### config.mk
export PLATFORM = sky130hd
export DESIGN_NAME = ect_ram
export DESIGN_NICKNAME = d
export VERILOG_FILES = /design/src/ect_ram.sv
export SDC_FILE = /design/constraint.sdc
export NUM_CORES = 1
export LEC_CHECK = 0
export BUFFER_PORTS_ARGS = -buffer_cell sky130_fd_sc_hd__clkbuf_2
export CAP_MARGIN = 20
export CORE_ASPECT_RATIO = 0.8
export CORE_MARGIN = 10
export CORE_UTILIZATION = 45
export CTS_CLUSTER_DIAMETER = 40
export DETAILED_ROUTE_END_ITERATION = 8
export SLEW_MARGIN = 0
export SYNTH_ARGS = -nofsm -noshare
export SYNTH_HDL_FRONTEND = slang
export SYNTH_SLANG_ARGS = --single-unit
### constraint.sdc
create_clock -name clk_i -period 1.6 [get_ports clk_i]
set_input_delay 0.16 -clock clk_i [delete_from_list [all_inputs] [get_ports clk_i]]
set_output_delay 0.16 -clock clk_i [all_outputs]
set_load 0.1 [all_outputs]
### src/ect_ram.sv
module ect_ram #(
  parameter int unsigned Width = 8,
  parameter int unsigned Depth = 8
) (
  input  logic                                          clk_i,
  input  logic                                          we_i,
  input  logic [((Depth > 1) ? $clog2(Depth) : 1)-1:0] waddr_i,
  input  logic [Width-1:0]                              wdata_i,
  input  logic [((Depth > 1) ? $clog2(Depth) : 1)-1:0] raddr_i,
  output logic [Width-1:0]                              rdata_o
);
  logic [Width-1:0] mem_q [Depth];

  always_ff @(posedge clk_i) begin
    if (we_i) begin
      mem_q[waddr_i] <= wdata_i;
    end
    rdata_o <= mem_q[raddr_i];
  end
endmodule

==> reports/metrics.cfg, run 1 <==
[status]
status=finished clean

[drt]
wire_per_inst_um=18.9
ant_nets=0
drt_first_pass_iters=4
drc=0
drt_iter0_markers=42
vias=1228
wirelength_mm=4.50
routed_via_density=5.16

[sta]
hold_ws_ps=105
skew_ps=7.55
rsz0062_at_grt=no
hold_viol=0
worst_pin_slew_ps=547
relSlewSlack_pct=63.7
finalMaxSlewViolations=0
setup_tns_ps=0
fin_crit_sh_pct=80.0
fin_ws_ps=320
min_period_ps=1280
fmax_mhz=782
setup_viol=0

[place]
post-dp-hpwl_mm=2.80
portBuffers=23
dpl_cell_area_um2=2940
gp_congestion=0.652
dp_slack_ps=195
dp.cells=222

[worst_setup_path]
path_cells=mux4_1 > mux2_2
critPathLaunchType=flop
path_class=reg2reg
cp_data_arrival_time_ps=1490
worstPathMaxFanout=1
slowest_delay_ps=510
critical-path-slowest-cell=mux4_1
end_kind=flop
critical_path_required_ps=1810

[power]
power-per-cell-area_nw_per_um2=1300
ir_drop_mv=0.605
leakage_nw=1.13

[final_layout]
num_antenna_cells=0
fill_cells=469
final_cell_mix=64 x edfxtp_1, 23 x clkbuf_2, 15 x mux4_1
register_area_um2=2080
fin_area_um2=3180
drive_gt1_share_pct=35.0
post_layout_nonfiller_instances=238
layout-area-overhead-vs-synth_pct=18.1
layout.nets=168
layout_commonest_cell=edfxtp_1
multi_input_area_um2=566

[global_routing]
track_usage_pct=10.2
antenna_found_initial=0
grt_first_pass_wirelength_mm=6.96
grt_max_degree=17
grt_pass1_vias=1340
grt_overflow=0

[run]
drv_cap=0

[cts]
cts_tree=yes
cts_root_buf=clkbuf_8
clock_sinks=72
postCtsSetupBuffers=0
cts_resized=0
ctsLongestPathBuffers=2
clkTransAtPathRegs_ps=70
cts.hold.buffers_added=0
htreeDepth=3
cts_buffers=9
worstSkewPairLatency_ps=330

[logic_synthesis]
syn_avg_cell_area_um2=23.6
synthTopCellsByArea=edfxtp_1 71%, mux4_1 15%, dfxtp_1 6.0%
syn_inst=114
ys_seq_area_share_pct=77.4
yosysWarnings=0
yosysTopAreaCellShare_pct=71.4
syn_area_um2=2690
synth_nets=130
yosysTopAreaCell=edfxtp_1
ys_ff_latch=72
synth.distinct_cells=14

[die]
dieArea_um2=9490
initial_core_util_pct=46.0
die_w_um=106
die_y_um=89.2
core_area_um2=5850
num_rows=25
ioPinCount=24

[min_path]
hp-class=in2reg

per-stage QoR:
step | util (%) | power, mW
4_1_cts | 54.4 | 4.19
2_1_floorplan | - | 2.45
3_5_place_dp | 50.3 | 2.55
3_3_place_gp | 50.3 | 2.53
5_1_grt | 54.4 | 4.29
6_report | 54.4 | 4.14
where the power goes:
part           internal (mW)  switching, mW  leakage (nW)  total [mW]
Clock                   1.03          0.611         0.118        1.64
Sequential              2.12         0.0150         0.649        2.14
Combinational          0.106          0.258         0.365       0.363
Yosys cell counts:
cell type and instances:
edfxtp_1 64, mux4_1 15, dfxtp_1 8, mux2_2 8
nor2_1 6, nand2b_1 3, nand2_1 2, nor3_1 2
buf_1 1, buf_12 1, buf_2 1, buf_6 1
clkbuf_1 1, mux4_2 1
final timing paths:
path               startpoint           to  slack [ps]  cells after the start
setup / recovery  mem_q[3][3]   rdata_o[3]         320                      2
hold / removal     wdata_i[0]  mem_q[7][0]         110                      1
setup reg to reg  mem_q[3][3]   rdata_o[3]         320                      2
hold reg to reg   mem_q[2][7]   rdata_o[7]         670                      2
area by class of cell:
type	count	area share [%]
Clock buffer	10	4.01
Tap cell	81	3.19
Sequential cell	72	65.5
Multi-Input combinational cell	37	17.8
Clock inverter	6	3.38
Timing Repair Buffer	32	6.14
cells by family after synthesis:
kind of cell	after synthesis	synth area share [%]
flip-flops	72	77.4
AND/OR/NAND/NOR	13	2.19
buffers and inverters	5	1.63
multiplexers	24	18.8
sequential cells by signal, indices dropped and copies added (netlist names):
signal / flops
rdata_o: 8
mem_q: 64
critical path: cells and delay by family, from the launching register on:
kind	cells	cell delay (ps)
flops	1	380
mux	2	790
metal layers:
layer	track usage, %	wire (um)	share of wire, %
met5	0	0	0
met4	3.68	23	0.51
met3	4.39	273	6.1
met2	16.8	2220	49
met1	11.7	1980	44
(Power assumes the default switching activity.)
==> run 2, diff against run 1 <==
Settings changed: ABC_AREA set to 1, PLACE_DENSITY set to 0.65.
Clock period 1.6 ns to 1.05 ns, I/O delays scaled along.
==> run 2 against run 1 <==
Combinational power rose by 110%. Hold slack worse by 46 ps. Critical path type is now reg2out. Non-clock buffer count increased by 7. Core utilization increased by 2.3 points.
==> reports/metrics.cfg, run 2 <==
[worst_setup_path]
path_cells=buf_12
reg2reg_to=rdata_o[2]
cp_data_arrival_time_ps=890
worstPathMaxFanout=1
rr_worst_depth=6
critical_path_required_ps=940
r2r-start=mem_q[1][2]
end_kind=primary output
path_class=reg2out
slowest_delay_ps=360
crit_family=flip-flops
critical-path-slowest-cell=dfxtp_1
cp_num_buf_inv=1
critPathLaunchType=flop
r2r_slack_ps=180

[final_layout]
layout-area-overhead-vs-synth_pct=20.3
largest_reg_flops=64
layout.nets=358
layout_commonest_cell=nand2_1
post_layout_nonfiller_instances=431
fin_area_um2=3670
register_area_um2=2080
num_antenna_cells=0
regMostFlops=mem_q
multi_input_area_um2=603
top_regs=mem_q (64), rdata_o (8)
fin_util_pct=56.7
drive_gt1_share_pct=16.1
fill_cells=579
final_cell_mix=110 x nand2_1, 68 x inv_1, 64 x edfxtp_1

[logic_synthesis]
ys_dominant_reg_cell=edfxtp_1
syn_avg_cell_area_um2=10.1
yosysTopAreaCellShare_pct=63.0
synth_nets=319
yosysWarnings=0
syn_area_um2=3050
synth_most_common_cell=nand2_1
yosysTopAreaCell=edfxtp_1
async_flop_share_pct=0
syn_inst=303
synth_edf_count=64
ys_seq_area_share_pct=68.3
synth_common_cells=110 x nand2_1, 68 x inv_1, 64 x edfxtp_1
synth.distinct_cells=11
ys_ff_latch=72
synthTopCellsByArea=edfxtp_1 63%, nand2_1 14%, inv_1 8.4%

[place]
dp.cells=415
dp_slack_ps=51.2
post-dp-hpwl_mm=4.11
dpl_cell_area_um2=3410
gp_congestion=0.798
portBuffers=23

[die]
die_w_um=112
die_y_um=93.6
ioPinCount=24
initial_core_util_pct=47.1
core_area_um2=6470
dieArea_um2=10500
num_rows=26

[drt]
drt_first_pass_iters=6
drc=0
vias=1973
wire_per_inst_um=14.1
wirelength_mm=6.08
ant_nets=0
routed_via_density=4.58
drt_iter0_markers=76

[cts]
worstSkewPairLatency_ps=340
cts_root_buf=clkbuf_8
postCtsSetupBuffers=0
cts_buffers=9
clkTransAtPathRegs_ps=80
cts.hold.buffers_added=0
ctsLongestPathBuffers=2
cts_resized=0
clock_sinks=72
cts_tree=yes
htreeDepth=3

[sta]
fin_crit_sh_pct=94.9
min_period_ps=996
setup_viol=0
worst_pin_slew_ps=372
fin_ws_ps=53.9
rsz0062_at_grt=no
fmax_mhz=1000
setup_tns_ps=0
relSlewSlack_pct=75.1
finalMaxSlewViolations=0
hold_viol=0
skew_ps=7.78

[min_path]
hp-class=in2reg
hold_start=wdata_i[5]
min_delay_path_depth=1
min_to=mem_q[1][5]

[global_routing]
track_usage_pct=12.3
grt_first_pass_wirelength_mm=10.1
antenna_found_initial=0
grt_pass1_vias=1979
grt_overflow=0
grt_max_degree=33

[run]
drv_cap=0

[status]
status=finished clean

[power]
power-per-cell-area_nw_per_um2=1860
ir_drop_mv=0.890
leakage_nw=1.74

-- run 2: cell types whose count changed in the layout (fill, tap and decap cells not counted), moves of 2 or more --
cell,before,now
nand2_1,2,110
clkbuf_2,23,15
inv_1,0,68
buf_4,8,16
mux2_2,8,0
buf_12,1,8
mux4_1,15,0
nor2_1,6,8
nor3_1,2,0
nand2b_1,3,0
nand3_1,0,32
-- run 2: cell families after synthesis --
family	share of synthesized area, %
DFF	68.3
buffers and inverters	12.0
and+or+nand+nor	19.8
-- run 2: layer usage --
metal  routed length (um)  vias to the layer above  GRT usage (%)
li1                     -                     1010              -
met1                 2840                      914           15.8
met2                 2830                       43           19.0
met3                  354                        6           4.73
met4                   52                        0           3.27
met5                    0                        -              0
-- run 2: how the worst max path moves through the flow --
stage / from / to / slack (ps) / depth (start not counted)
6_report: rdata_o[5] / rdata_o[5] / 50 / 1
5_1_grt: rdata_o[5] / rdata_o[5] / 2 / 1
2_1_floorplan: rdata_o[0] / rdata_o[0] / 40 / 0
4_1_cts: rdata_o[5] / rdata_o[5] / 30 / 1
3_5_place_dp: waddr_i[2] / mem_q[1][7] / 50 / 5
3_3_place_gp: waddr_i[1] / mem_q[1][7] / 80 / 5
-- run 2: metrics by stage --
stage | hold slack (ps) | power [mW]
after floorplan | 204 | 3.81
after global placement | 409 | 4.08
after detailed placement | 409 | 4.10
after CTS | 44.6 | 6.87
after global routing | 51.1 | 7.09
final | 58.5 | 6.81
-- run 2: cell type report --
type | instances | share of cell area (%)
clock inverter | 7 | 3.65
multi-input combinational | 150 | 16.4
tap | 84 | 2.86
sequential | 72 | 56.8
inverter | 70 | 7.23
timing repair buffer | 39 | 9.69
clock buffer | 9 | 3.38
-- run 2: power breakdown --
group	internal [mW]	total, mW	switching, mW	leakage, nW
logic	0.246	0.751	0.505	0.958
clock network	1.80	2.78	0.977	0.131
registers	3.23	3.28	0.0441	0.649
total	5.28	6.81	1.53	1.74
